$ cat config.mk
export PLATFORM = sky130hd
export DESIGN_NAME = record_recurrence_checksum_check_top
export DESIGN_NICKNAME = d
export VERILOG_FILES = /design/src/rtl/rrcc_pkg.sv /design/src/rtl/record_recurrence_checksum_check_top.sv
export SDC_FILE = /design/constraint.sdc
export NUM_CORES = 1
export LEC_CHECK = 0
export ABC_CLOCK_PERIOD_IN_PS = 44700
export BUFFER_PORTS_ARGS = -buffer_cell sky130_fd_sc_hd__buf_2
export CORE_ASPECT_RATIO = 0.9
export CORE_MARGIN = 8
export CORE_UTILIZATION = 30
export CTS_CLUSTER_SIZE = 10
export DETAILED_ROUTE_END_ITERATION = 8
export GPL_TIMING_DRIVEN = 0
export PLACE_DENSITY = 0.52
export SYNTH_ARGS = -nofsm -noshare
export SYNTH_HDL_FRONTEND = slang
export SYNTH_SLANG_ARGS = --single-unit
$ cat constraint.sdc
create_clock -name clk -period 44.7 [get_ports clk]
set_clock_uncertainty 0.05 [all_clocks]
set_input_delay 0 -clock clk [delete_from_list [all_inputs] [get_ports clk]]
set_output_delay 0 -clock clk [all_outputs]
set_load 0.05 [all_outputs]
$ cat src/rtl/rrcc_pkg.sv
// Constants and helpers for the record recurrence checksum checker.
// No dependencies; imported by the top level and its checker.
package rrcc_pkg;

  localparam int unsigned REC_LEN = 90;
  localparam int unsigned SUM_LEN = 86;
  localparam int unsigned POS_W   = 7;

  localparam logic [7:0] LOAD_ADDR_LO = 8'h00;
  localparam logic [7:0] LOAD_ADDR_HI = 8'h01;
  localparam logic [7:0] SEED_ADD     = 8'd7;

  // 257 * 65535: lifts the worst negative difference above zero
  localparam logic [26:0] FOLD_OFFSET = 27'd16842495;
  localparam logic [15:0] MOD_VAL     = 16'hFFFF;

  localparam logic [1:0] ST_OK       = 2'd0;
  localparam logic [1:0] ST_SHORT    = 2'd1;
  localparam logic [1:0] ST_BAD_HDR  = 2'd2;
  localparam logic [1:0] ST_MISMATCH = 2'd3;

  localparam int unsigned OUT_W = 24;

  function automatic logic [7:0] magic_byte(input logic [1:0] idx);
    logic [7:0] b;
    case (idx)
      2'd0:    b = 8'h41;
      2'd1:    b = 8'h4E;
      2'd2:    b = 8'h4B;
      2'd3:    b = 8'h48;
      default: b = 8'h00;
    endcase
    return b;
  endfunction

endpackage

$ cat src/rtl/record_recurrence_checksum_check_top.sv
// Record checker top level: input byte register, recurrence datapath,
// result register. Depends on rrcc_pkg.
//
// Usage:
//   Input stream s_*: one record byte per transaction, s_tdata[7:0] the byte,
//   s_tlast marks the last byte of the input. A 90-byte record is checked
//   for the magic "ANKH", load address 0x0100 and the stored 32-bit
//   checksum in bytes 86..89 against the recurrence over bytes 0..85.
//   Output stream m_*: one status transaction per record, given on byte 89
//   or on an early s_tlast. Bytes after a finished record are dropped up to
//   and including the next s_tlast.
//   Throughput: one byte per cycle while no held result stalls the input. The
//   recurrence term for a byte is formed combinationally (two small multiplies,
//   subtract, mod-65535 fold), which sets the rate.
//   Path: an accepted byte is held in the input register and its result goes
//   into the result register behind m_tvalid, unless a held result stalls it.
//   Reset: rst clears both registers' valid flags and returns the check state
//   to the start of a record; no clearing pass, ready the cycle after reset.
//   Stall: while m_tready is low a held result blocks only bytes that would
//   give a new result; other bytes keep flowing through.
module record_recurrence_checksum_check_top
  import rrcc_pkg::*;
(
  input  logic                 clk,
  input  logic                 rst,
  input  logic                 s_tvalid,
  output logic                 s_tready,
  input  logic [7:0]           s_tdata,   // [7:0] data_byte
  input  logic                 s_tlast,   // end_of_input
  output logic                 m_tvalid,
  input  logic                 m_tready,
  output logic [OUT_W-1:0]     m_tdata    // [1:0] status, [17:2] computed_sum, rest 0
);

  // input register
  logic             in_valid;
  logic [7:0]       in_byte;
  logic             in_last;

  // check state
  logic [POS_W-1:0] byte_position, byte_position_next;
  logic [15:0]      older_term, older_term_next;
  logic [15:0]      newer_term, newer_term_next;
  logic             header_good, header_good_next;
  logic [31:0]      stored_sum, stored_sum_next;
  logic             record_reported, record_reported_next;

  // result register
  logic             out_valid;
  logic [1:0]       out_status;
  logic [15:0]      out_sum;

  logic             out_free, gives_result, step;
  logic             at_end;
  logic [10:0]      alpha_full;
  logic [11:0]      beta_full;
  logic [8:0]       mul_a;
  logic [24:0]      prod_a;
  logic [23:0]      prod_b;
  logic             neg;
  logic [26:0]      lifted;
  logic [16:0]      fold1;
  logic [15:0]      fold2, term_new;
  logic [15:0]      newer_upd;
  logic [31:0]      stored_upd;
  logic [1:0]       status_now;

  assign at_end       = (byte_position == POS_W'(REC_LEN - 1));
  assign gives_result = !record_reported && (at_end || in_last);
  assign out_free     = !out_valid || m_tready;
  assign step         = in_valid && (out_free || !gives_result);
  assign s_tready     = !in_valid || step;

  // recurrence term
  assign alpha_full = {4'b0, byte_position} * 11'd17;
  assign beta_full  = {5'b0, byte_position} * 12'd31;
  assign mul_a      = {1'b0, in_byte} + {1'b0, alpha_full[7:0]};
  assign prod_a     = mul_a * newer_term;
  assign prod_b     = beta_full[7:0] * older_term;
  // 64-bit wrap of a negative difference adds one modulo 65535
  assign neg        = ({1'b0, prod_b} > prod_a);
  assign lifted     = {2'b0, prod_a} + FOLD_OFFSET + {26'b0, neg} - {3'b0, prod_b};
  assign fold1      = {1'b0, lifted[15:0]} + {6'b0, lifted[26:16]};
  assign fold2      = fold1[15:0] + {15'b0, fold1[16]};
  assign term_new   = (fold2 == MOD_VAL) ? 16'd0 : fold2;

  always_comb begin
    byte_position_next   = byte_position;
    older_term_next      = older_term;
    newer_term_next      = newer_term;
    header_good_next     = header_good;
    stored_sum_next      = stored_sum;
    record_reported_next = record_reported;

    if (!record_reported) begin
      if (byte_position < POS_W'(4)) begin
        if (in_byte != magic_byte(byte_position[1:0])) header_good_next = 1'b0;
      end else if (byte_position == POS_W'(4)) begin
        if (in_byte != LOAD_ADDR_LO) header_good_next = 1'b0;
      end else if (byte_position == POS_W'(5)) begin
        if (in_byte != LOAD_ADDR_HI) header_good_next = 1'b0;
      end

      if (byte_position == '0) begin
        older_term_next = 16'd1;
        newer_term_next = {8'b0, in_byte} + {8'b0, SEED_ADD};
      end else if (byte_position < POS_W'(SUM_LEN)) begin
        older_term_next = newer_term;
        newer_term_next = term_new;
      end else begin
        case (byte_position[1:0])
          2'd2:    stored_sum_next[7:0]   = stored_sum[7:0]   | in_byte;
          2'd3:    stored_sum_next[15:8]  = stored_sum[15:8]  | in_byte;
          2'd0:    stored_sum_next[23:16] = stored_sum[23:16] | in_byte;
          2'd1:    stored_sum_next[31:24] = stored_sum[31:24] | in_byte;
          default: stored_sum_next = stored_sum;
        endcase
      end

      if (at_end && !in_last) record_reported_next = 1'b1;
      else if (!at_end)       byte_position_next = byte_position + POS_W'(1);
    end

    // values for the result, taken before an end of input clears the state
    newer_upd  = newer_term_next;
    stored_upd = stored_sum_next;

    if (in_last) begin
      byte_position_next   = '0;
      older_term_next      = 16'd1;
      newer_term_next      = 16'd1;
      header_good_next     = 1'b1;
      stored_sum_next      = '0;
      record_reported_next = 1'b0;
    end
  end

  always_comb begin
    if (!at_end)                                  status_now = ST_SHORT;
    else if (!header_good)                        status_now = ST_BAD_HDR;
    else if (stored_upd != {16'b0, newer_term})   status_now = ST_MISMATCH;
    else                                          status_now = ST_OK;
  end

  always_ff @(posedge clk) begin
    if (rst) begin
      in_valid        <= 1'b0;
      out_valid       <= 1'b0;
      byte_position   <= '0;
      older_term      <= 16'd1;
      newer_term      <= 16'd1;
      header_good     <= 1'b1;
      stored_sum      <= '0;
      record_reported <= 1'b0;
    end else begin
      if (s_tready) in_valid <= s_tvalid;

      if (step) begin
        byte_position   <= byte_position_next;
        older_term      <= older_term_next;
        newer_term      <= newer_term_next;
        header_good     <= header_good_next;
        stored_sum      <= stored_sum_next;
        record_reported <= record_reported_next;
      end

      if (step && gives_result) out_valid <= 1'b1;
      else if (m_tready)        out_valid <= 1'b0;
    end
  end

  always_ff @(posedge clk) begin
    if (s_tready && s_tvalid) begin
      in_byte <= s_tdata;
      in_last <= s_tlast;
    end
    if (step && gives_result) begin
      out_status <= status_now;
      out_sum    <= newer_upd;
    end
  end

  assign m_tvalid = out_valid;
  assign m_tdata  = {{(OUT_W - 18){1'b0}}, out_sum, out_status};

endmodule

==> results.md, run 1 <==
- Status: complete, no violations
- Nets: 2473
- Crit path max fanout: 10
- Cell Pwr Density: about 36 nW/um2
- Critical path class: flip-flop to flip-flop
- Dominant synthesized flop cell: dfxtp_1
- Met3 track demand over resource: 1.92%
- CP Capture Type: flip-flop
- DP HPWL: 41.6 mm
- H-tree depth: 3
- Post-synth ARST share: 0%
- Initial Util: between 30% and 40%
- Die Footprint: 64100 um2
- Die Ht: 241 um
- Final setup viols: 0
- Vias: approximately 14000
- CP max-delay cell: xnor2_1
- DR WL/cell: 17.6 um
- Worst flop-to-flop path startpoint: byte_position[1]$_SDFFE_PP0P_
- Drt total wl: 49.5 mm
- Remaining global-route overflow: 0
- Slew of the pin with the lowest slew margin: around 1200 ps
- Io pins: 39
- Synth Area per Inst: around 8.5 um2
- EDFF count, synth: 27
- Number of hold violations in the final report: 0
- Die Wd: between 200 and 300 um
- Post-DRT Antenna Nets: 0
- Number of global-route vias before repair: 13500
- Number of diodes: 0
- Buffers on Ports: 31
- Pwr Total: 660 uW
- Clock Tree Root: clkbuf_16
- Seq/Total Area, Yosys: approximately 14%
- R2r endpoint: out_sum[7]$_DFFE_PP_
- Reg2reg path depth: 76
- Critical Path Source: byte_position[1]$_SDFFE_PP0P_
- Max VDD drop: 0.0334 mV
- Largest net degree at the start of global routing: 19
- Most frequent CP cell: fa_1
- Leak: 8.47 nW
- Drt initial violations: 1130
- Unrepaired setup endpoints after global routing: no
- Fin Hold WS: 304 ps
- CTS sink cnt: 102
- Crit path required time: 44710 ps
- Clk Latency, worst-skew pair: 360 ps
- MaxCap Viol Count: 0
- Critical path arrival: 19570 ps
- Worst-path clk slew: around 70 ps
- Met2 Usage GRT: roughly 25%
- First drt pass iteration count: 5
- Layout cells sized above 1: 3.93%
- Last element of the critical path: out_sum[7]$_DFFE_PP_
- Antenna violations before repair: 0
- GRT busiest layer: met2
- Fin crit share: between 40% and 50%
- Post-CTS Setup Bufs: 0
- First-pass GRT wire length: about 77 mm
- Fmax: 51.1 MHz
- Met1 usage: between 20 and 25%
- FF+latch count, synth: 102
- Post-Synthesis Cell Area: 16900 um2
- Synthesized instance count: 1997
- Warnings, synthesis: 0
- Placement Rows: 82
- Final Max Slew Viols: 0
- Gr usage total: between 10% and 20%
- Unique cell type count in the Yosys netlist: 83
- FF-to-FF setup slack: ~25000 ps
- Post-layout min period: roughly 20000 ps
- Setup TNS: 0 ps
- Startpoint types: flip-flop
- Slew HR: 17.6%
- Routed vias/inst: 4.91
- Core Region: between 50000 and 60000 um2
- Area growth syn-to-layout: 9.22%
- Gpl congestion: 0.908
- CTS tree: yes
- CTS Buf Count: 9
- Slowest stage delay, CP: 640 ps
- Worst-case clock buffer depth: 2
- DRC: 0
- Hold Crit Class: input port to flip-flop
[cells in the mapped netlist, drive strengths merged (5+ instances only)]
| cell type | n | share of area (%) |
|---|---|---|
| o21bai | 15 | 0.67 |
| a21o | 24 | 1.1 |
| or3 | 7 | 0.26 |
| nand2b | 16 | 0.59 |
| and2 | 140 | 5.2 |
| a211oi | 7 | 0.39 |
| buf | 7 | 0.33 |
| o21a | 17 | 0.76 |
| a22oi | 5 | 0.22 |
| fa | 202 | 24 |
| nand4 | 17 | 0.63 |
| inv | 315 | 7.0 |
| mux2i | 8 | 0.47 |
| edfxtp | 27 | 4.8 |
| o211ai | 7 | 0.31 |
| nor4 | 11 | 0.41 |
| ha | 203 | 15 |
| nor2 | 103 | 2.4 |
| nor3 | 21 | 0.62 |
| xnor2 | 83 | 4.4 |
| dfxtp | 75 | 8.9 |
| a31oi | 13 | 0.48 |
| xor2 | 44 | 2.3 |
| and3 | 15 | 0.59 |
| nand2 | 218 | 4.9 |
| o21ai | 56 | 1.7 |
| nand3 | 35 | 1.0 |
| nor2b | 28 | 1.0 |
| clkbuf | 70 | 1.6 |
| a21oi | 137 | 4.1 |
| or2 | 6 | 0.22 |
[sequential cells by signal, summed over array words and instances (netlist names), 2 cells and up]
name and count:
newer_term 16, out_status 2, out_sum 16, stored_sum 32
byte_position 7, in_byte 8, older_term 16
[worst min-delay path by stage]
stage                from  slack, ps  depth (start not counted)                    to
3_3_place_gp   s_tdata[6]        130                          1  in_byte[6]$_DFFE_PP_
5_1_grt        s_tdata[7]        310                          2  in_byte[7]$_DFFE_PP_
6_report          s_tlast        300                          2     in_last$_DFFE_PP_
4_1_cts           s_tlast        290                          2     in_last$_DFFE_PP_
3_5_place_dp   s_tdata[6]        130                          1  in_byte[6]$_DFFE_PP_
2_1_floorplan  s_tdata[0]         50                          0  in_byte[0]$_DFFE_PP_
[layer usage]
layer | vias to the layer above | part of all wire, %
li1 | 6549 | -
met1 | 6879 | 48
met2 | 356 | 46
met3 | 44 | 5.1
met4 | 0 | 1.6
met5 | - | 0
[through the flow]
stage	utilization [%]	setup slack, ps	cell area [um2]	instances
2_1_floorplan	-	28710	16900	2002
3_3_place_gp	32.4	25230	18000	2789
3_5_place_dp	32.4	25110	18000	2789
4_1_cts	33.1	25020	18400	2816
5_1_grt	33.1	23760	18400	2816
6_report	33.1	25140	18400	2816
[cell usage in the layout (no fill, tap or decap), types with 49 or more instances in the layout]
| master | Yosys | routed |
|---|---|---|
| xnor2_1 | 81 | 81 |
| fa_1 | 202 | 202 |
| nor2_1 | 101 | 101 |
| ha_1 | 203 | 203 |
| clkbuf_1 | 70 | 71 |
| o21ai_0 | 49 | 49 |
| dfxtp_1 | 75 | 75 |
| inv_1 | 315 | 315 |
| nand2_1 | 216 | 216 |
| a21oi_1 | 134 | 134 |
| and2_1 | 139 | 139 |
[cell families after synthesis]
kind of cell    Yosys count  synth area share (%)
simple gates            627                  18.4
fa+ha+maj               405                  39.0
buf+inv                 392                  8.90
compound gates          334                  12.8
xor+xnor                127                  6.68
flops                   102                  13.7
mux                       9                 0.541
other cells               1                0.0222
[where the power goes]
part / total, mW / internal, mW / switching, mW
sequential: 0.0999 / 0.0977 / 0.00221
combinational: 0.477 / 0.169 / 0.307
clock: 0.0837 / 0.0480 / 0.0357
[final cells by class]
cell class / count / area, um2
buffer: 77 / 319
clock inverter: 3 / 21.3
timing repair buffer: 42 / 265
inverter: 315 / 1180
sequential: 102 / 2310
fill: 5924 / 37200
multi-input combinational: 1508 / 13100
clock buffer: 13 / 304
tap: 756 / 946
[worst max-delay path: cells and delay by family (launching register included)]
family | cells | cell delay (ps)
DFF | 1 | 600
xor gates and xnor gates | 4 | 1500
and+or+nand+nor | 16 | 2860
buffers and inverters | 11 | 1510
adders and majority gates | 15 | 6130
muxes | 1 | 190
AOI/OAI and AO/OA | 29 | 6390
[what timing repair did]
item,in CTS,in global routing
hold buffers,11,0
endpoints found under the setup margin,0,0
hold endpoints to repair,11,0
resized for setup,0,0
(Power assumes the default switching activity.)
==> inputs of run 2 (changes only) <==
--- a/config.mk
+++ b/config.mk
@@ -5,7 +5,7 @@
 export SDC_FILE = /design/constraint.sdc
 export NUM_CORES = 1
 export LEC_CHECK = 0
-export ABC_CLOCK_PERIOD_IN_PS = 44700
+export ABC_CLOCK_PERIOD_IN_PS = 18900
 export BUFFER_PORTS_ARGS = -buffer_cell sky130_fd_sc_hd__buf_2
 export CORE_ASPECT_RATIO = 0.9
 export CORE_MARGIN = 8
==> constraint.sdc (replaced) <==
create_clock -name clk -period 18.9 [get_ports clk]
set_clock_uncertainty 0.05 [all_clocks]
set_input_delay 0 -clock clk [delete_from_list [all_inputs] [get_ports clk]]
set_output_delay 0 -clock clk [all_outputs]
set_load 0.05 [all_outputs]
==> results.md, run 2 (synthesized netlist as in run 1, its figures left out) <==
- Number of diodes: 0 (unchanged)
- Status: complete, no violations
- Worst Path Buf+Inv: 10 (-1)
- Fin Hold WS: 300 ps (-3.54 ps)
- Setup TNS: 0 ps (unchanged)
- Layout cells sized above 1: 5.65% (+1.7 points)
- CP max-delay cell: fa_1
- Final Max Slew Viols: 0 (unchanged)
- First drt pass iteration count: 5 (unchanged)
- Area growth syn-to-layout: 10.3%
- Leak: 8.58 nW (+1.3%)
- Die Footprint: 64100 um2 (unchanged)
- Vias: 13900 (+0.83%)
- Placement Rows: 82 (unchanged)
- Post-Layout Cell Count: 2825 (+0.32%)
- Post-layout util: 33.5% (+0.32 points)
- Critical path arrival: 17750 ps (-1820 ps)
- Combinational Power Share: 72.9% (+0.7 points)
- CTS sink cnt: 102 (unchanged)
- Nets: 2482 (+0.36%)
- Routed vias/inst: 4.94 (+0.51%)
- Clock Tree Root: clkbuf_16
- Drt initial violations: 1075 (-4.9%)
- DP HPWL: 41.6 mm (unchanged)
- Cell family with most CP delay: adder cells
- Last element of the critical path: out_sum[7]$_DFFE_PP_
- Biggest register: stored_sum
- Slew of the pin with the lowest slew margin: 1180 ps (-48.6 ps)
- Stages on the worst setup path: 74 (-2.6%)
- Remaining global-route overflow: 0 (unchanged)
- Largest net degree at the start of global routing: 19 (unchanged)
- Sw frac: 51.9% (-0.40 points)
- Worst-path clk slew: 70 ps (about the same)
- Number of hold violations in the final report: 0 (unchanged)
- Pwr Total: 1.61 mW (+140%)
- Gpl congestion: 0.908 (unchanged)
- Worst-case clock buffer depth: 2 (unchanged)
- Placed insts: 2789 (unchanged)
- Io pins: 39 (unchanged)
- Cell Pwr Density: 86.3 nW/um2 (+140%)
- Design Area, Final: 18600 um2 (+0.96%)
- Crit path required time: 18920 ps (-25790 ps)
- MaxCap Viol Count: 0 (unchanged)
- Fin crit share: 93.8% (+50 points)
- Reg2reg path depth: 74 (-2.6%)
- CP Capture Type: flip-flop
- Psw: 834 uW (+140%)
- Seq pwr share: 14.7% (-0.4 points)
- Post-DRT Antenna Nets: 0 (unchanged)
- Buffers on Ports: 31 (unchanged)
- Post-layout min period: 17730 ps (-1830 ps)
- Unrepaired setup endpoints after global routing: no
- Clock power frac: 12.4% (-0.3 points)
- Die Ht: 241 um (unchanged)
- Slack of the critical path: 1170 ps (-23970 ps)
- Slowest stage delay, CP: 560 ps (-80 ps)
- Most common cell after layout, fill and taps aside: inv_1
- Antenna violations before repair: 0 (unchanged)
- Startpoint types: flip-flop
- Clk Latency, worst-skew pair: 360 ps (about the same)
- Critical Path Source: byte_position[2]$_SDFFE_PP0P_
- Final setup viols: 0 (unchanged)
- Drt total wl: 49.7 mm (+0.35%)
- DRC: 0 (unchanged)
- Placed inst area: 18000 um2 (unchanged)
- Critical path class: flip-flop to flip-flop
- CTS Buf Count: 9 (unchanged)
- Max FFs per register: 32 (unchanged)
- Worst flop-to-flop path startpoint: byte_position[2]$_SDFFE_PP0P_
- Pre-CTS setup slack: -693 ps (-25800 ps)
- CTS tree: yes
- Crit path max fanout: 10 (unchanged)
- Die Wd: 266 um (unchanged)
- Gr usage total: 15.3% (about the same)
- Hold Crit Class: input port to flip-flop
- Initial Util: 30.3% (unchanged)
- Core Region: 55600 um2 (unchanged)
- Internal: 773 uW (+150%)
- Fmax: 56.4 MHz (+10%)
- Most frequent cells in the layout: inv_1, nand2_1, fa_1, ha_1, and2_1
- Slew HR: 20.9% (+3.3 points)
- First-pass GRT wire length: 77.1 mm (about the same)
- FF-to-FF setup slack: 1170 ps (-23970 ps)
- Number of global-route vias before repair: 13500 (+0.28%)
- H-tree depth: 3 (unchanged)
- Max VDD drop: 0.0905 mV (+170%)
- DR WL/cell: 17.6 um (about the same)
- R2r endpoint: out_sum[7]$_DFFE_PP_
- Most frequent CP cell: fa_1
-- run 2: cell types whose count changed in the layout (fill, tap and decap cells not counted), moves of 2 or more --
cell        change
a21oi_1         -3
a21oi_2         +3
buf_4          +11
clkbuf_1        -5
clkbuf_2        +2
clkinvlp_4      +2
dfxtp_1         -4
dfxtp_2         +3
inv_1           -2
o21ai_0         -2
o21ai_1         +2
xnor2_1         -7
xnor2_2         +7
-- run 2: how the worst min path moves through the flow --
stage	end	depth (start not counted)	startpoint	slack (ps)
2_1_floorplan	in_byte[0]$_DFFE_PP_	0	s_tdata[0]	50
3_3_place_gp	in_byte[6]$_DFFE_PP_	1	s_tdata[6]	130
3_5_place_dp	in_byte[6]$_DFFE_PP_	1	s_tdata[6]	130
4_1_cts	in_last$_DFFE_PP_	2	s_tlast	290
5_1_grt	in_byte[7]$_DFFE_PP_	2	s_tdata[7]	310
6_report	in_last$_DFFE_PP_	2	s_tlast	300
-- run 2: routing by layer --
metal  vias to the layer above  share of wire (%)  GRT usage (%)
met5                         -                  0              0
met1                      6932                 48           22.1
met3                        57                5.4           1.95
li1                       6563                  -              -
met2                       391                 45           24.4
met4                         0                1.9           3.00
-- run 2: power by group through the flow --
stage               sequential [mW]  combinational (mW)  clock [mW]
CTS                           0.236                1.13       0.203
floorplan                     0.245               0.795           0
finish                        0.236                1.17       0.200
global route                  0.236                1.27       0.211
detailed placement            0.241                1.12           0
global placement              0.241                1.10           0
-- run 2: timing repair --
item                       4_1_cts  5_1_grt
buffers inserted                 2        8
hold endpoints to repair        11        0
setup endpoints to repair       32       32
gates resized for setup         10       26
pin swaps                        2        3
hold buffers                    11        0
-- run 2: final cells by class --
cell class | count | area (um2)
fillers | 5899 | 37000
multi-input cells | 1508 | 13200
flip-flops and latches | 102 | 2320
inverters | 315 | 1190
well taps | 756 | 946
repair buffers | 52 | 340
plain buffers | 76 | 323
clock buffers | 13 | 304
clock inverters | 3 | 21.3
-- run 2: worst reg2reg max path, delay by kind of cell (launching register included) --
family                   cells  cell delay [ps]
flip-flops                   1              480
AND/OR/NAND/NOR             17             3340
buffers and inverters       10              950
XOR/XNOR                     4              770
adder cells (fa/ha/maj)     15             6090
multiplexers                 1              190
AO/OA/AOI/OAI               27             5550
==> inputs of run 3 (changes only) <==
--- a/config.mk
+++ b/config.mk
@@ -14,6 +14,7 @@
 export DETAILED_ROUTE_END_ITERATION = 8
 export GPL_TIMING_DRIVEN = 0
 export PLACE_DENSITY = 0.52
+export RECOVER_POWER = 50
 export SYNTH_ARGS = -nofsm -noshare
 export SYNTH_HDL_FRONTEND = slang
 export SYNTH_SLANG_ARGS = --single-unit
==> results.md, run 3 (synthesized netlist as in run 1, its figures left out) <==
- Remaining global-route overflow: 0 (unchanged)
- Gpl congestion: 0.908 (unchanged)
- Number of diodes: 0 (unchanged)
- CTS tree: yes
- H-tree depth: 3 (unchanged)
- Critical path arrival: 17790 ps (+40 ps)
- Die Footprint: 64100 um2 (unchanged)
- Vias: 13900 (-0.065%)
- Number of hold violations in the final report: 0 (unchanged)
- Crit path required time: 18930 ps (about the same)
- Seq pwr share: 14.7% (about the same)
- Design Area, Final: 18600 um2 (-0.13%)
- Sequential cell area: 2320 um2 (unchanged)
- Io pins: 39 (unchanged)
- Final setup viols: 0 (unchanged)
- Startpoint types: flip-flop
- Slew of the pin with the lowest slew margin: 1220 ps (+42.2 ps)
- Max FFs per register: 32 (unchanged)
- Initial Util: 30.3% (unchanged)
- Crit path max fanout: 10 (unchanged)
- Gr usage total: 15.3% (unchanged)
- Clock Tree Root: clkbuf_16
- First-pass GRT wire length: 77.1 mm (unchanged)
- CTS Buf Count: 9 (unchanged)
- Die Ht: 241 um (unchanged)
- Final Max Slew Viols: 0 (unchanged)
- Hold Crit Class: input port to flip-flop
- Leak: 8.53 nW (-0.63%)
- Number of global-route vias before repair: 13500 (unchanged)
- Fin crit share: 94.0% (+0.16 points)
- Combinational Power Share: 72.9% (about the same)
- M1 WL: 23.4 mm (-0.89%)
- CP Capture Type: flip-flop
- Met2 WL: 22.5 mm (+0.33%)
- Critical path class: flip-flop to flip-flop
- Multi-input gate area: 13200 um2 (unchanged)
- Area growth syn-to-layout: 10.1%
- CP max-delay cell: fa_1
- Nets: 2482 (unchanged)
- Routed wl met3: 2.71 mm (+1.3%)
- Worst-path clk slew: 70 ps (about the same)
- Unrepaired setup endpoints after global routing: no
- Layout cells sized above 1: 4.74% (-0.92 points)
- Most common cell after layout, fill and taps aside: inv_1
- Biggest register: stored_sum
- Buffers on Ports: 31 (unchanged)
- Antenna violations before repair: 0 (unchanged)
- Most frequent cells in the layout: inv_1, nand2_1, fa_1, ha_1, and2_1
- Placed insts: 2789 (unchanged)
- Placed inst area: 18000 um2 (unchanged)
- DR WL/cell: 17.5 um (-0.26%)
- First drt pass iteration count: 5 (unchanged)
- Status: complete, no violations
- Fmax: 56.3 MHz (-0.17%)
- Post-DRT Antenna Nets: 0 (unchanged)
- DR top layer: met4
- DP HPWL: 41.6 mm (unchanged)
- MaxCap Viol Count: 0 (unchanged)
- Cell Pwr Density: 86.4 nW/um2 (about the same)
- Fillers: 5907 (+0.14%)
- Clock power frac: 12.4% (about the same)
- Die Wd: 266 um (unchanged)
- Drt total wl: 49.6 mm (-0.26%)
- Slew HR: 18.1% (-2.8 points)
- Routed vias/inst: 4.93 (about the same)
- Internal: 772 uW (about the same)
- Most frequent CP cell: fa_1
- Post-Layout Cell Count: 2825 (unchanged)
- Post-layout min period: 17760 ps (+30.6 ps)
- Psw: 833 uW (-0.12%)
- Worst-case clock buffer depth: 2 (unchanged)
- CTS sink cnt: 102 (unchanged)
- Placement Rows: 82 (unchanged)
- Slowest stage delay, CP: 560 ps (about the same)
- Sw frac: 51.9% (about the same)
- Drt initial violations: 1097 (+2.0%)
- DRC: 0 (unchanged)
- Core Region: 55600 um2 (unchanged)
- Largest net degree at the start of global routing: 19 (unchanged)
- Max VDD drop: 0.0912 mV (+0.81%)
- Clk Latency, worst-skew pair: 360 ps (about the same)
run 3: changes by cell type in the layout (fill, tap and decap cells not counted), sizes merged:
cell    change
buf        -19
clkbuf     +19
run 3: power by group through the flow:
stage / Combinational [mW] / Sequential [mW] / Clock, mW
CTS: 1.13 / 0.236 / 0.203
floorplan: 0.795 / 0.245 / 0
global placement: 1.10 / 0.241 / 0
detailed placement: 1.12 / 0.241 / 0
finish: 1.17 / 0.236 / 0.198
global route: 1.27 / 0.236 / 0.211
run 3: cell type report:
class	count	share of cell area (%)
multi-input cells	1508	70.8
flip-flops and latches	102	12.5
inverters	315	6.40
well taps	756	5.09
plain buffers	76	1.74
repair buffers	52	1.70
clock buffers	13	1.64
clock inverters	3	0.114
run 3: worst max-delay path: cells and delay by family, from the launching register on:
family / cells / cell delay, ps
AOI/OAI and AO/OA: 28 / 5770
xor gates and xnor gates: 4 / 770
adders and majority gates: 15 / 6080
buffers and inverters: 10 / 940
DFF: 1 / 480
and+or+nand+nor: 17 / 3340
run 3: worst paths after layout:
path / to / slack, ps / cells after the start / startpoint
max reg2reg: out_sum[0]$_DFFE_PP_ / 1140 / 74 / byte_position[2]$_SDFFE_PP0P_
max: out_sum[0]$_DFFE_PP_ / 1140 / 74 / byte_position[2]$_SDFFE_PP0P_
min: in_last$_DFFE_PP_ / 300 / 2 / s_tlast
min reg2reg: stored_sum[26]$_SDFFE_PP0P_ / 420 / 2 / stored_sum[26]$_SDFFE_PP0P_
run 3: metrics by stage:
stage | setup TNS (ps) | hold WS (ps) | power (mW) | utilization, % | worst slack, ps
after global routing | 0 | 312 | 1.72 | 33.4 | 5.48
after global placement | -9630 | 129 | 1.34 | 32.4 | -573
after CTS | 0 | 289 | 1.57 | 33.3 | 17.9
after detailed placement | -13900 | 134 | 1.36 | 32.4 | -693
after floorplan | 0 | 48.9 | 1.04 | - | 2910
final | 0 | 303 | 1.60 | 33.4 | 1140
run 3: layer usage:
layer / track usage [%] / vias up
met2: 24.4 / 387
li1: - / 6574
met5: 0 / -
met3: 1.95 / 52
met1: 22.1 / 6921
met4: 3.00 / 0
run 3: timing repair:
| action | in CTS | in global routing |
|---|---|---|
| hold endpoints to repair | 11 | 0 |
| setup buffers | 2 | 8 |
| pin swaps | 2 | 3 |
| resized for setup | 10 | 26 |
| setup endpoints to repair | 32 | 32 |
| hold buffers | 11 | 0 |
